`config.mk`:
```
export PLATFORM = sky130hd
export DESIGN_NAME = joystick_jog_position_integrator_flat
export DESIGN_NICKNAME = d
export VERILOG_FILES = /design/src/design/jjpi_pkg.sv /design/src/design/jjpi_if.sv /design/src/design/jjpi_axis_unit.sv /design/src/design/joystick_jog_position_integrator.sv /design/src/flat_wrapper.sv
export SDC_FILE = /design/constraint.sdc
export NUM_CORES = 1
export LEC_CHECK = 0
export ABC_AREA = 1
export BUFFER_PORTS_ARGS = -buffer_cell sky130_fd_sc_hd__buf_2
export CAP_MARGIN = 20
export CORE_ASPECT_RATIO = 1.4
export CORE_MARGIN = 1.5
export CORE_UTILIZATION = 27
export CTS_BUF_LIST = sky130_fd_sc_hd__clkbuf_8 sky130_fd_sc_hd__clkbuf_16
export CTS_CLUSTER_SIZE = 14
export DETAILED_ROUTE_END_ITERATION = 7
export GPL_ROUTABILITY_DRIVEN = 0
export PLACE_DENSITY = 0.41
export SYNTH_ARGS = -nofsm -noshare
export SYNTH_HDL_FRONTEND = slang
export SYNTH_SLANG_ARGS = --single-unit
```
`constraint.sdc`:
```
create_clock -name clk_i -period 11.6 [get_ports clk_i]
set_input_delay 0.58 -clock clk_i [delete_from_list [all_inputs] [get_ports clk_i]]
set_output_delay 0.58 -clock clk_i [all_outputs]
set_load 0.005 [all_outputs]
```
`src/design/jjpi_pkg.sv`:
```
// ----------------------------------------------------------------------------
// jjpi_pkg
// Shared types, codes, joint limits and the clamp function of the jog
// position integrator.
// ----------------------------------------------------------------------------
`default_nettype none

package jjpi_pkg;

  localparam int unsigned NumJoints = 4;
  localparam int unsigned JointW    = 2;
  localparam int unsigned TargetW   = 19;
  localparam int unsigned SumW      = 33;

  typedef enum logic [1:0] {
    CmdJoy   = 2'd0,
    CmdState = 2'd1,
    CmdTick  = 2'd2
  } cmd_e;

  typedef enum logic [2:0] {
    CfgDeadzone  = 3'd0,
    CfgRescale   = 3'd1,
    CfgGain      = 3'd2,
    CfgEnableIdx = 3'd3,
    CfgStopIdx   = 3'd4
  } cfg_idx_e;

  // joint limits, radians signed Q2.16
  localparam logic signed [TargetW-1:0] LowerLim [NumJoints] =
    '{-19'sd205783, -19'sd36045, -19'sd205783, -19'sd20316};
  localparam logic signed [TargetW-1:0] UpperLim [NumJoints] =
    '{19'sd205783, 19'sd203162, 19'sd205783, 19'sd183501};

  // step sequencing for the shared axis unit
  typedef struct packed {
    logic              mag_en;
    logic              scale_en;
    logic              gain_en;
    logic [JointW-1:0] joint;
  } axis_ctrl_t;

  function automatic logic signed [TargetW-1:0] clamp_joint(
    input logic signed [SumW-1:0] v,
    input logic [JointW-1:0]      j
  );
    logic signed [SumW-1:0]    lo;
    logic signed [SumW-1:0]    hi;
    logic signed [TargetW-1:0] r;
    lo = SumW'(LowerLim[j]);
    hi = SumW'(UpperLim[j]);
    if (v < lo) begin
      r = LowerLim[j];
    end else if (v > hi) begin
      r = UpperLim[j];
    end else begin
      r = v[TargetW-1:0];
    end
    return r;
  endfunction

endpackage

`default_nettype wire

```
`src/design/jjpi_if.sv`:
```
// ----------------------------------------------------------------------------
// jjpi_if
// Valid/ready channels of the jog position integrator: input items, result
// items and configuration writes.
// ----------------------------------------------------------------------------
`default_nettype none

interface jjpi_in_if;
  logic               valid;
  logic               ready;
  logic [1:0]         cmd;
  logic signed [15:0] axis_0;
  logic signed [15:0] axis_1;
  logic signed [15:0] axis_2;
  logic signed [15:0] axis_3;
  logic               axes_complete;
  logic [15:0]        buttons;
  logic signed [31:0] pos_0;
  logic signed [31:0] pos_1;
  logic signed [31:0] pos_2;
  logic signed [31:0] pos_3;
  logic [3:0]         pos_present;

  modport source (
    output valid, cmd, axis_0, axis_1, axis_2, axis_3, axes_complete, buttons,
           pos_0, pos_1, pos_2, pos_3, pos_present,
    input  ready
  );
  modport sink (
    input  valid, cmd, axis_0, axis_1, axis_2, axis_3, axes_complete, buttons,
           pos_0, pos_1, pos_2, pos_3, pos_present,
    output ready
  );
endinterface

interface jjpi_out_if;
  logic               valid;
  logic               ready;
  logic signed [18:0] target_0;
  logic signed [18:0] target_1;
  logic signed [18:0] target_2;
  logic signed [18:0] target_3;

  modport source (
    output valid, target_0, target_1, target_2, target_3,
    input  ready
  );
  modport sink (
    input  valid, target_0, target_1, target_2, target_3,
    output ready
  );
endinterface

interface jjpi_cfg_if;
  logic        valid;
  logic        ready;
  logic [2:0]  index;
  logic [15:0] data;

  modport source (
    output valid, index, data,
    input  ready
  );
  modport sink (
    input  valid, index, data,
    output ready
  );
endinterface

`default_nettype wire

```
`src/design/jjpi_axis_unit.sv`:
```
// ----------------------------------------------------------------------------
// jjpi_axis_unit
// One joint step at a time: magnitude and deadzone, rescale and gain on a
// single shared 16x16 multiplier, then accumulate and clamp.
// ----------------------------------------------------------------------------
`default_nettype none

module jjpi_axis_unit (
  input  wire logic                                   clk_i,
  input  wire jjpi_pkg::axis_ctrl_t                   ctrl_i,
  input  wire logic signed [15:0]                     axis_i,
  input  wire logic signed [jjpi_pkg::TargetW-1:0]    target_i,
  input  wire logic [14:0]                            deadzone_i,
  input  wire logic [15:0]                            rescale_i,
  input  wire logic [15:0]                            gain_i,
  output logic signed [jjpi_pkg::TargetW-1:0]         target_o
);

  logic [15:0] diff_q, diff_d;
  logic        zero_q, zero_d;
  logic        neg_q, neg_d;
  logic [15:0] s_q, s_d;
  logic [16:0] mag_q, mag_d;

  logic [16:0] m;
  logic [15:0] op_a, op_b;
  logic [31:0] prod;
  logic [32:0] rnd;
  logic [20:0] s_wide;
  logic        step_neg;
  logic signed [17:0]                  delta;
  logic signed [jjpi_pkg::SumW-1:0]    sum;

  // magnitude of the axis, 0..32768
  always_comb begin
    m      = axis_i[15] ? (17'd0 - {axis_i[15], axis_i}) : {1'b0, axis_i};
    zero_d = m < {2'b00, deadzone_i};
    diff_d = 16'(m - {2'b00, deadzone_i});
    neg_d  = axis_i[15];
  end

  // shared multiplier: deadzone rescale, then step gain
  always_comb begin
    op_a   = ctrl_i.scale_en ? diff_q : s_q;
    op_b   = ctrl_i.scale_en ? rescale_i : gain_i;
    prod   = op_a * op_b;
    rnd    = ctrl_i.scale_en ? ({1'b0, prod} + 33'd2048) : ({1'b0, prod} + 33'd16384);
    s_wide = rnd[32:12];
    if (zero_q) begin
      s_d = 16'd0;
    end else if (s_wide > 21'd32768) begin
      s_d = 16'd32768;
    end else begin
      s_d = s_wide[15:0];
    end
    mag_d = rnd[31:15];
  end

  // joints 1 and 3 run inverted
  always_comb begin
    step_neg = neg_q ^ ctrl_i.joint[0];
    delta    = step_neg ? -$signed({1'b0, mag_q}) : $signed({1'b0, mag_q});
    sum      = jjpi_pkg::SumW'(target_i) + jjpi_pkg::SumW'(delta);
    target_o = jjpi_pkg::clamp_joint(sum, ctrl_i.joint);
  end

  always_ff @(posedge clk_i) begin
    if (ctrl_i.mag_en) begin
      diff_q <= diff_d;
      zero_q <= zero_d;
      neg_q  <= neg_d;
    end
    if (ctrl_i.scale_en) begin
      s_q <= s_d;
    end
    if (ctrl_i.gain_en) begin
      mag_q <= mag_d;
    end
  end

endmodule

`default_nettype wire

```
`src/design/joystick_jog_position_integrator.sv`:
```
// ----------------------------------------------------------------------------
// joystick_jog_position_integrator
// Joystick jog of four joint targets with deadman enable, latching stop,
// one-time seeding from joint state and gated publishing.
// ----------------------------------------------------------------------------
// A joystick word with enable held and all axes present steps each joint
// through the shared axis unit (magnitude, deadzone rescale, gain, accumulate
// and clamp), one multiplier doing both products; no word is taken before
// the last joint ends. Every other word (stop, release, joint state, tick,
// unknown code) is handled on acceptance. A qualifying tick shows its targets
// on the output register the cycle after it is accepted; the next word is
// taken while a result waits only if the sink takes that result in the same
// cycle. Configuration writes are taken at any time, one per cycle.
`default_nettype none

module joystick_jog_position_integrator (
  input  wire logic   clk_i,
  input  wire logic   rst_ni,
  jjpi_in_if.sink     in_i,
  jjpi_out_if.source  out_o,
  jjpi_cfg_if.sink    cfg_i
);

  typedef enum logic [4:0] {
    StIdle  = 5'b00001,
    StMag   = 5'b00010,
    StScale = 5'b00100,
    StGain  = 5'b01000,
    StAcc   = 5'b10000
  } state_e;

  localparam int unsigned NJ = jjpi_pkg::NumJoints;
  localparam int unsigned TW = jjpi_pkg::TargetW;

  state_e state_q, state_d;
  logic [jjpi_pkg::JointW-1:0] joint_q, joint_d;

  logic [14:0] deadzone_q;
  logic [15:0] rescale_q;
  logic [15:0] gain_q;
  logic [3:0]  enable_idx_q;
  logic [3:0]  stop_idx_q;

  logic seeded_q, enabled_q, stopped_q;
  logic signed [TW-1:0] target_q [NJ];
  logic signed [15:0]   axis_q [NJ];

  logic                 out_valid_q;
  logic signed [TW-1:0] out_target_q [NJ];

  logic signed [15:0] axis_in [NJ];
  logic signed [31:0] pos_in [NJ];
  logic               in_fire, out_fire;
  logic               stop_btn, enable_btn;
  logic               is_joy, is_state, is_tick;
  logic               start_seq, publish;
  jjpi_pkg::axis_ctrl_t ctrl;
  logic signed [TW-1:0] step_target;

  assign in_fire  = in_i.valid & in_i.ready;
  assign out_fire = out_o.valid & out_o.ready;

  assign in_i.ready  = (state_q == StIdle) && (!out_valid_q || out_o.ready);
  assign cfg_i.ready = 1'b1;

  always_comb begin
    axis_in[0] = in_i.axis_0;
    axis_in[1] = in_i.axis_1;
    axis_in[2] = in_i.axis_2;
    axis_in[3] = in_i.axis_3;
    pos_in[0]  = in_i.pos_0;
    pos_in[1]  = in_i.pos_1;
    pos_in[2]  = in_i.pos_2;
    pos_in[3]  = in_i.pos_3;
  end

  // command decode
  always_comb begin
    is_joy   = 1'b0;
    is_state = 1'b0;
    is_tick  = 1'b0;
    unique case (jjpi_pkg::cmd_e'(in_i.cmd))
      jjpi_pkg::CmdJoy:   is_joy   = 1'b1;
      jjpi_pkg::CmdState: is_state = 1'b1;
      jjpi_pkg::CmdTick:  is_tick  = 1'b1;
      default: ;
    endcase
  end

  assign stop_btn   = in_i.buttons[stop_idx_q];
  assign enable_btn = in_i.buttons[enable_idx_q];
  assign start_seq  = in_fire && is_joy && !stop_btn && enable_btn && in_i.axes_complete;
  assign publish    = in_fire && is_tick && seeded_q && enabled_q && !stopped_q;

  // sequencer
  always_comb begin
    state_d = state_q;
    joint_d = joint_q;
    unique case (state_q)
      StIdle: begin
        if (start_seq) begin
          state_d = StMag;
          joint_d = '0;
        end
      end
      StMag:   state_d = StScale;
      StScale: state_d = StGain;
      StGain:  state_d = StAcc;
      StAcc: begin
        if (joint_q == jjpi_pkg::JointW'(NJ - 1)) begin
          state_d = StIdle;
        end else begin
          state_d = StMag;
          joint_d = joint_q + 1'b1;
        end
      end
      default: state_d = StIdle;
    endcase
  end

  always_comb begin
    ctrl.mag_en   = (state_q == StMag);
    ctrl.scale_en = (state_q == StScale);
    ctrl.gain_en  = (state_q == StGain);
    ctrl.joint    = joint_q;
  end

  jjpi_axis_unit u_axis (
    .clk_i      (clk_i),
    .ctrl_i     (ctrl),
    .axis_i     (axis_q[joint_q]),
    .target_i   (target_q[joint_q]),
    .deadzone_i (deadzone_q),
    .rescale_i  (rescale_q),
    .gain_i     (gain_q),
    .target_o   (step_target)
  );

  always_ff @(posedge clk_i or negedge rst_ni) begin
    if (!rst_ni) begin
      state_q <= StIdle;
      joint_q <= '0;
    end else begin
      state_q <= state_d;
      joint_q <= joint_d;
    end
  end

  // configuration registers
  always_ff @(posedge clk_i or negedge rst_ni) begin
    if (!rst_ni) begin
      deadzone_q   <= 15'd3277;
      rescale_q    <= 16'd4551;
      gain_q       <= 16'd1966;
      enable_idx_q <= 4'd4;
      stop_idx_q   <= 4'd5;
    end else if (cfg_i.valid) begin
      unique case (jjpi_pkg::cfg_idx_e'(cfg_i.index))
        jjpi_pkg::CfgDeadzone:  deadzone_q   <= cfg_i.data[14:0];
        jjpi_pkg::CfgRescale:   rescale_q    <= cfg_i.data;
        jjpi_pkg::CfgGain:      gain_q       <= cfg_i.data;
        jjpi_pkg::CfgEnableIdx: enable_idx_q <= cfg_i.data[3:0];
        jjpi_pkg::CfgStopIdx:   stop_idx_q   <= cfg_i.data[3:0];
        default: ;
      endcase
    end
  end

  // flags; stop wins over enable
  always_ff @(posedge clk_i or negedge rst_ni) begin
    if (!rst_ni) begin
      seeded_q  <= 1'b0;
      enabled_q <= 1'b0;
      stopped_q <= 1'b0;
    end else if (in_fire) begin
      if (is_joy) begin
        if (stop_btn) begin
          stopped_q <= 1'b1;
        end else if (enable_btn) begin
          enabled_q <= 1'b1;
          stopped_q <= 1'b0;
        end else begin
          enabled_q <= 1'b0;
        end
      end
      if (is_state) begin
        seeded_q <= 1'b1;
      end
    end
  end

  // joint targets: seeded once, then stepped by the axis unit
  always_ff @(posedge clk_i or negedge rst_ni) begin
    if (!rst_ni) begin
      for (int j = 0; j < NJ; j++) begin
        target_q[j] <= '0;
      end
    end else begin
      for (int j = 0; j < NJ; j++) begin
        if (in_fire && is_state && !seeded_q && in_i.pos_present[j]) begin
          target_q[j] <= jjpi_pkg::clamp_joint(jjpi_pkg::SumW'(pos_in[j]),
                                               jjpi_pkg::JointW'(j));
        end else if (state_q == StAcc && joint_q == jjpi_pkg::JointW'(j)) begin
          target_q[j] <= step_target;
        end
      end
    end
  end

  always_ff @(posedge clk_i) begin
    if (start_seq) begin
      for (int j = 0; j < NJ; j++) begin
        axis_q[j] <= axis_in[j];
      end
    end
  end

  // output word register
  always_ff @(posedge clk_i or negedge rst_ni) begin
    if (!rst_ni) begin
      out_valid_q <= 1'b0;
    end else if (publish) begin
      out_valid_q <= 1'b1;
    end else if (out_fire) begin
      out_valid_q <= 1'b0;
    end
  end

  always_ff @(posedge clk_i) begin
    if (publish) begin
      for (int j = 0; j < NJ; j++) begin
        out_target_q[j] <= target_q[j];
      end
    end
  end

  assign out_o.valid    = out_valid_q;
  assign out_o.target_0 = out_target_q[0];
  assign out_o.target_1 = out_target_q[1];
  assign out_o.target_2 = out_target_q[2];
  assign out_o.target_3 = out_target_q[3];

  // assertions
  a_publish_shows: assert property (@(posedge clk_i) disable iff (!rst_ni)
    publish |=> out_valid_q)
    else $error("qualifying tick did not load the output word");

  a_seq_ends: assert property (@(posedge clk_i) disable iff (!rst_ni)
    (state_q == StAcc && joint_q == jjpi_pkg::JointW'(NJ - 1)) |=> state_q == StIdle)
    else $error("sequencer did not return to idle after the last joint");

  a_no_publish_stopped: assert property (@(posedge clk_i) disable iff (!rst_ni)
    (in_fire && is_tick && stopped_q) |=> !$rose(out_valid_q))
    else $error("word published while stopped");

  a_joint1_limits: assert property (@(posedge clk_i) disable iff (!rst_ni)
    (target_q[1] >= jjpi_pkg::LowerLim[1]) && (target_q[1] <= jjpi_pkg::UpperLim[1]))
    else $error("joint 1 target outside its limits");

endmodule

`default_nettype wire

```
`src/flat_wrapper.sv`:
```
// flat-port wrapper written by rule: the top's interface ports become plain ports
module joystick_jog_position_integrator_flat 
  (clk_i, rst_ni, in_i_valid, in_i_cmd, in_i_axis_0, in_i_axis_1, in_i_axis_2, in_i_axis_3, in_i_axes_complete, in_i_buttons, in_i_pos_0, in_i_pos_1, in_i_pos_2, in_i_pos_3, in_i_pos_present, in_i_ready, out_o_valid, out_o_target_0, out_o_target_1, out_o_target_2, out_o_target_3, out_o_ready, cfg_i_valid, cfg_i_index, cfg_i_data, cfg_i_ready);
  jjpi_in_if in_i_i ();
  jjpi_out_if out_o_i ();
  jjpi_cfg_if cfg_i_i ();
  input  wire logic clk_i;
  input  wire logic rst_ni;
  input wire logic [$bits(in_i_i.valid)-1:0] in_i_valid;
  input wire logic [$bits(in_i_i.cmd)-1:0] in_i_cmd;
  input wire logic [$bits(in_i_i.axis_0)-1:0] in_i_axis_0;
  input wire logic [$bits(in_i_i.axis_1)-1:0] in_i_axis_1;
  input wire logic [$bits(in_i_i.axis_2)-1:0] in_i_axis_2;
  input wire logic [$bits(in_i_i.axis_3)-1:0] in_i_axis_3;
  input wire logic [$bits(in_i_i.axes_complete)-1:0] in_i_axes_complete;
  input wire logic [$bits(in_i_i.buttons)-1:0] in_i_buttons;
  input wire logic [$bits(in_i_i.pos_0)-1:0] in_i_pos_0;
  input wire logic [$bits(in_i_i.pos_1)-1:0] in_i_pos_1;
  input wire logic [$bits(in_i_i.pos_2)-1:0] in_i_pos_2;
  input wire logic [$bits(in_i_i.pos_3)-1:0] in_i_pos_3;
  input wire logic [$bits(in_i_i.pos_present)-1:0] in_i_pos_present;
  output wire logic [$bits(in_i_i.ready)-1:0] in_i_ready;
  output wire logic [$bits(out_o_i.valid)-1:0] out_o_valid;
  output wire logic [$bits(out_o_i.target_0)-1:0] out_o_target_0;
  output wire logic [$bits(out_o_i.target_1)-1:0] out_o_target_1;
  output wire logic [$bits(out_o_i.target_2)-1:0] out_o_target_2;
  output wire logic [$bits(out_o_i.target_3)-1:0] out_o_target_3;
  input wire logic [$bits(out_o_i.ready)-1:0] out_o_ready;
  input wire logic [$bits(cfg_i_i.valid)-1:0] cfg_i_valid;
  input wire logic [$bits(cfg_i_i.index)-1:0] cfg_i_index;
  input wire logic [$bits(cfg_i_i.data)-1:0] cfg_i_data;
  output wire logic [$bits(cfg_i_i.ready)-1:0] cfg_i_ready;
  assign in_i_i.valid = in_i_valid;
  assign in_i_i.cmd = in_i_cmd;
  assign in_i_i.axis_0 = in_i_axis_0;
  assign in_i_i.axis_1 = in_i_axis_1;
  assign in_i_i.axis_2 = in_i_axis_2;
  assign in_i_i.axis_3 = in_i_axis_3;
  assign in_i_i.axes_complete = in_i_axes_complete;
  assign in_i_i.buttons = in_i_buttons;
  assign in_i_i.pos_0 = in_i_pos_0;
  assign in_i_i.pos_1 = in_i_pos_1;
  assign in_i_i.pos_2 = in_i_pos_2;
  assign in_i_i.pos_3 = in_i_pos_3;
  assign in_i_i.pos_present = in_i_pos_present;
  assign in_i_ready = in_i_i.ready;
  assign out_o_valid = out_o_i.valid;
  assign out_o_target_0 = out_o_i.target_0;
  assign out_o_target_1 = out_o_i.target_1;
  assign out_o_target_2 = out_o_i.target_2;
  assign out_o_target_3 = out_o_i.target_3;
  assign out_o_i.ready = out_o_ready;
  assign cfg_i_i.valid = cfg_i_valid;
  assign cfg_i_i.index = cfg_i_index;
  assign cfg_i_i.data = cfg_i_data;
  assign cfg_i_ready = cfg_i_i.ready;
  joystick_jog_position_integrator u_core (.clk_i(clk_i), .rst_ni(rst_ni), .in_i(in_i_i), .out_o(out_o_i), .cfg_i(cfg_i_i));
endmodule
```
## After elaboration in Yosys (flattened, before gate mapping)

Memory sizes are Yosys's and may differ from the RTL's.
Cells that the tools add are included.

- Add/subtract/negate cells: 7
- Bitwise gates (word level): 5
- Muxes and demuxes: 55
- Multiply operators: 1
- Reductions and logical operators: 44
- Magnitude comparators: 15
- Equality and inequality tests: 16

Operators with widths:

| cell | number |
|---|---|
| $mux 19 | 24 |
| $gt 32x19->1 const B | 4 |
| $bmux 19 s2 | 3 |
| $lt 32x19->1 const B | 2 |
| $mux 16 | 3 |
| $add 32x12->33 const B | 1 |
| $add 32x15->33 const B | 1 |
| $mux 33 | 1 |
| $lt 32x16->1 const B | 1 |
| $lt 32x17->1 const B | 1 |
| $mul 16x16->32 | 1 |
| $pmux 5 s5 | 1 |
| $gt 21x16->1 const B | 1 |
| $add 19x18->20 | 1 |
| $gt 20x19->1 | 1 |
| $lt 20x19->1 | 1 |
| $logic_and 1x1->1 | 19 |
| $mux 18 | 1 |
| $neg 17->18 | 1 |
| $lt 17x15->1 | 1 |
| $mux 17 | 1 |
| $sub 1x16->17 const A | 1 |
| $sub 16x15->16 | 1 |
| $mux 1 | 14 |
| 31 further kinds | 57 |

- Register bits after elaboration: 193
- Memories: 2
- Bits in writable memories: 140
- Output and inout bits: 79

Memories:

| name | depth | width | rd ports | clocked after memory_dff | write ports | line | source |
|---|---|---|---|---|---|---|---|
| u_core.out_target_q | 4 | 19 | 4 | 0 | 4 | joystick_jog_position_integrator.sv:49 | `logic signed [TW-1:0] out_target_q [NJ];` |
| u_core.axis_q | 4 | 16 | 1 | 0 | 4 | joystick_jog_position_integrator.sv:46 | `logic signed [15:0] axis_q [NJ];` |

## Depth between registers and ports, before layout

- Depth after elaboration: 10
- Depth in mapped cells: 46
- Depth with buffers taken out: 43

## By module

A second synthesis with hierarchy kept.

- Cells, all modules: 3,570
- Area total of the unflattened synthesis: 28,200.8 µm²

Modules (own cells, without submodules):

| module | cells an instance | instances | area an instance (µm²) | sequential area each (µm²) |
|---|---|---|---|---|
| jjpi_axis_unit | 2,055 | 1 | 14,905.5 | 1,531.5 |
| joystick_jog_position_integrator | 1,515 | 1 | 13,295.3 | 7,790.0 |

## Least setup slack after synthesis

No wires, ideal clock.

- Path type: reg-to-reg
- Start: reg u_core.state_q[0]
- End: reg u_core.u_axis.s_q[7] (data pin)
- Data arrival time: 7.770 ns
- Path slack: 3.571 ns
- Path buffers: 3
- Required time: 11.341 ns
- Cell stages (with the launch flop): 38
- Clock period less this slack: 8.029 ns
- Path through: dfstp_2 -> nor2_4 -> nand3_4 -> buf_6 -> clkinv_1 -> or2_2 -> o21ai_1 -> inv_1 -> nand2_1 -> fa_1 -> fa_1 -> inv_1 -> fa_1 -> fa_1 -> fa_1 -> inv_1 -> fa_1 -> inv_1 -> [2 not listed] -> a21oi_1 -> inv_1 -> a31oi_1 -> o21ai_0 -> a21oi_1 -> nand2_1 -> nand2_1 -> nand2_1 -> nor2_1 -> nand4_2 -> nor2_4 -> xor2_1 -> nor2_1 -> nand3_1 -> nand2_1 -> nand2_2 -> buf_6 -> nor2_2

- Word-level cells in the longest chain between the ends: 7

Ends and longest elaborated chain:

| what | line | source |
|---|---|---|
| start: declaration | joystick_jog_position_integrator.sv:35 | `state_e state_q, state_d;` |
| start signal: assignment | joystick_jog_position_integrator.sv:141 | `state_q <= StIdle;` |
| start signal: assignment | joystick_jog_position_integrator.sv:144 | `state_q <= state_d;` |
| $eq 5x3->1 * | joystick_jog_position_integrator.sv:123 | `ctrl.scale_en = (state_q == StScale);` |
| $mux 16 (on tied branches) | jjpi_axis_unit.sv:44, jjpi_axis_unit.sv:45 |  |
| $mul 16x16->32 | jjpi_axis_unit.sv:46 | `prod = op_a * op_b;` |
| $add 32x15->33 or $add 32x12->33 (tied branches) | jjpi_axis_unit.sv:47 | `rnd = ctrl_i.scale_en ? ({1'b0, prod} + 33'd2048) : ({1'b0, prod} + 33'd16384);` |
| $mux 33 * | jjpi_axis_unit.sv:47 |  |
| named net u_core.u_axis.rnd[23] | jjpi_axis_unit.sv:28 | `logic [32:0] rnd;` |
| $gt 21x16->1 * | jjpi_axis_unit.sv:51 | `end else if (s_wide > 21'd32768) begin` |
| $reduce_or 2->1 (no source line) * | -- |  |
| end signal: assignment | jjpi_axis_unit.sv:74 | `s_q <= s_d;` |
| end: declaration | jjpi_axis_unit.sv:22 | `logic [15:0] s_q, s_d;` |

Mark *: on every way through the listed nets, which the timed path passes. The rest lies on a longest branch.
A chain may end at the register's enable or synchronous reset.

## Worst setup path after layout

- Start: reg u_core.state_q[3]
- End: reg u_core.u_axis.s_q[2] (data pin)

- Word-level cells in the longest chain between the ends: 7

Ends and longest elaborated chain:

| what | line |
|---|---|
| $eq 5x3->1 * | joystick_jog_position_integrator.sv:123 |
| $mux 16 (on tied branches) | jjpi_axis_unit.sv:44, jjpi_axis_unit.sv:45 |
| $mul 16x16->32 | jjpi_axis_unit.sv:46 |
| $add 32x15->33 or $add 32x12->33 (tied branches) | jjpi_axis_unit.sv:47 |
| $mux 33 * | jjpi_axis_unit.sv:47 |
| $gt 21x16->1 | jjpi_axis_unit.sv:51 |
| $reduce_or 2->1 (no source line) | -- |

Every way passes the cells marked *; elsewhere a longest branch is shown, timed or not.

==> out/metrics.yaml <==
io_buffers: 316
placed_cells: 4993
nets: 4315
cts_buffer_depth: 3
num_io_pins: 318
synth_nets: 4010
synth.distinct_cells: 65
final_layout_size_suffix_gt1_frac: 0.1403
finalNonFillerCells: 5073
drt-pass1-iter-count: 5
cp_slowest_cell: "o21ai_0"
critPathLaunchType: "flop"
cp-end-kind: "flop"
hold_ws_ns: 0.1761
syn_area_per_cell_um2: 8.128
area_growth_pct: 16.60
min_period_ns: 9.504
synth_ff_type: "edfxtp_1"
antenna_found_initial: 1
grt-ovfl-total: 0
fillCellCount: 10970
fin_crit_sh: 0.8193
critical_path.top_delay_family: "adder cells"
path_depth: 38
die_y_um: 381.8
crit_type: "reg -> reg"
slew_violations: 0
design.die.area_um2: 104400
dieWidth_um: 273.5
finalSetupViolations: 0
cp_common_cell: "inv_1"
max_stage_delay_ns: 0.69
rows: 138
viasPerCell: 4.695
maxSlewHeadroom: 0.2597
tightest_slew_ns: 1.110
clk_pin_slew_ns: 0.06
final_cell_mix: "nand2_1, inv_1, nor2_1"
crit_path_max_fanout: 45
core_um2: 101400
fmax_mhz: 105.2
setup_tns_ns: 0
reg2reg_depth: 38
cts_tree: "built"
grt_start_max_net_pins: 77
syn_inst: 3404
drc: 0
dr.first_iter.drc_count: 1302
ys_seq_area_frac: 0.3369
ys_seq_elements: 333
grtUsageTotal: 0.1970
grt_pass1_vias: 24880
ant_nets: 0
insertion_delay_ns: 0.59
place_area_um2: 30860
totalWireLength_um: 104400
status: "finished, final reports clean"
ys_async_sr_fraction: 0.4264
holdPathStages: 1
fin_skew_ns: 0.02546
clkSinkCount: 333
start_util: 0.2730
rsz0062_at_grt: "false"
yosysTopAreaCell: "edfxtp_1"
layout_commonest_cell: "nand2_1"
yosys_warnings: 0
synthTopCellsByArea: "edfxtp_1, fa_1, dfrtp_1, nand2_1, inv_1"
root_buffer: "clkbuf_16"
design_area_um2: 32260
holdCritPathClass: "in -> reg"
synth_edf_count: 191
numCtsBuffers: 41
cts_htree_levels: 2
cap_violations: 0
syn-cell-area_um2: 27670
grt_pass1_wl_um: 153900
wl_per_cell_um: 20.58
hold_violations: 0
place_hpwl_um: 86110
path_buf_inv: 8
via_count: 23820
synth_top_area_frac: 0.2073
arrival_ns: 9.93
worstPathRequired_ns: 12.03
cells in the mapped netlist (10+ instances only):
master	instances
nand3b_1	14
a21o_1	12
inv_1	579
nand3_1	113
nand2_1	740
nand4_1	42
a21oi_1	194
edfxtp_1	191
clkinv_1	10
fa_1	195
a22o_1	11
o31ai_1	10
o21ai_1	10
xnor2_1	25
nor4_1	30
clkbuf_1	90
dfrtp_1	116
o22ai_1	17
or2_2	12
o21ai_0	225
ha_1	172
nor2_2	17
dfstp_2	26
xor2_1	47
o21bai_1	10
nor2_1	332
nor3_1	30
a31oi_1	29
nand2_2	15
area by class of cell:
| type | instances | area, µm² | area share |
|---|---|---|---|
| antenna | 1 | 2.502 | 0.00007757 |
| clock buffer | 43 | 1065 | 0.03301 |
| clock inverter | 33 | 297.8 | 0.009231 |
| inverter | 595 | 2233 | 0.06923 |
| multi-input combinational | 2376 | 15730 | 0.4876 |
| sequential | 333 | 9323 | 0.2890 |
| tap | 1330 | 1664 | 0.05158 |
| timing repair buffer | 362 | 1943 | 0.06023 |
timing repair:
item	CTS	global route
hold endpoints to repair	44	0
setup buffers	0	0
hold buffers	1	0
resized for setup	0	0
sequential cells by signal (all words and copies together), names as in the netlist:
register              cells
u_core.u_axis.s_q        16
u_core.enable_idx_q       4
u_core.stop_idx_q         4
u_core.joint_q            2
u_core.out_target_q      76
u_core.u_axis.neg_q       1
u_core.rescale_q         16
u_core.out_o.valid        1
u_core.u_axis.zero_q      1
u_core.u_axis.mag_q      17
u_core.u_axis.diff_q     16
u_core.enabled_q          1
u_core.seeded_q           1
u_core.deadzone_q        15
u_core.stopped_q          1
u_core.axis_q            64
u_core.gain_q            16
u_core.state_q            5
u_core.target_q          76
worst paths after layout:
kind                                     startpoint                    endpoint  slack [ns]
worst max-delay path              u_core.state_q[3]        u_core.u_axis.s_q[2]        2.10
worst min-delay path                 in_i_axis_3[2]         u_core.axis_q[3][2]        0.18
worst max register to register    u_core.state_q[3]        u_core.u_axis.s_q[2]        2.10
worst min register to register  u_core.target_q[15]  u_core.out_target_q[3][15]        0.45
max in group asynchronous                    rst_ni        u_core.rescale_q[15]        9.23
min in group asynchronous                    rst_ni         u_core.target_q[36]        0.49
cell families (layout without fill, tap and decap cells):
family          count (synthesis)  after routing  share of synthesized area
xor+xnor                       74             74                    0.02438
compound gates                562            562                     0.1136
mux                             2              2                  0.0007688
buf+inv                       695           1033                    0.09515
flops                         333            333                     0.3369
fa+ha+maj                     367            367                     0.2189
other cells                     1              2                  0.0001355
simple gates                 1370           1370                     0.2101
worst reg2reg max path, delay by kind of cell (launching register included):
kind,cells,cell delay (ns)
and+or+nand+nor,17,2.69
buffers and inverters,8,1.00
DFF,1,0.42
adders and majority gates,8,3.56
AOI/OAI and AO/OA,4,1.45
xor gates and xnor gates,1,0.24
metrics by stage:
step                setup slack, ns    util
floorplan                     3.571       -
detailed placement            2.003  0.3045
global placement              1.825  0.3043
global route                  1.397  0.3183
finish                        2.096  0.3183
CTS                           1.971  0.3180
layer usage:
layer / wire (µm) / global-route usage / share of wire
met1: 39510 / 0.2120 / 0.38
met2: 56570 / 0.3808 / 0.54
met3: 3453 / 0.02063 / 0.033
met5: 0 / 0 / 0
met4: 4891 / 0.08543 / 0.047
Power is left out: the tool's default activity adds up to more than one toggle a clock period on the data nets, which glitch-free logic cannot reach.
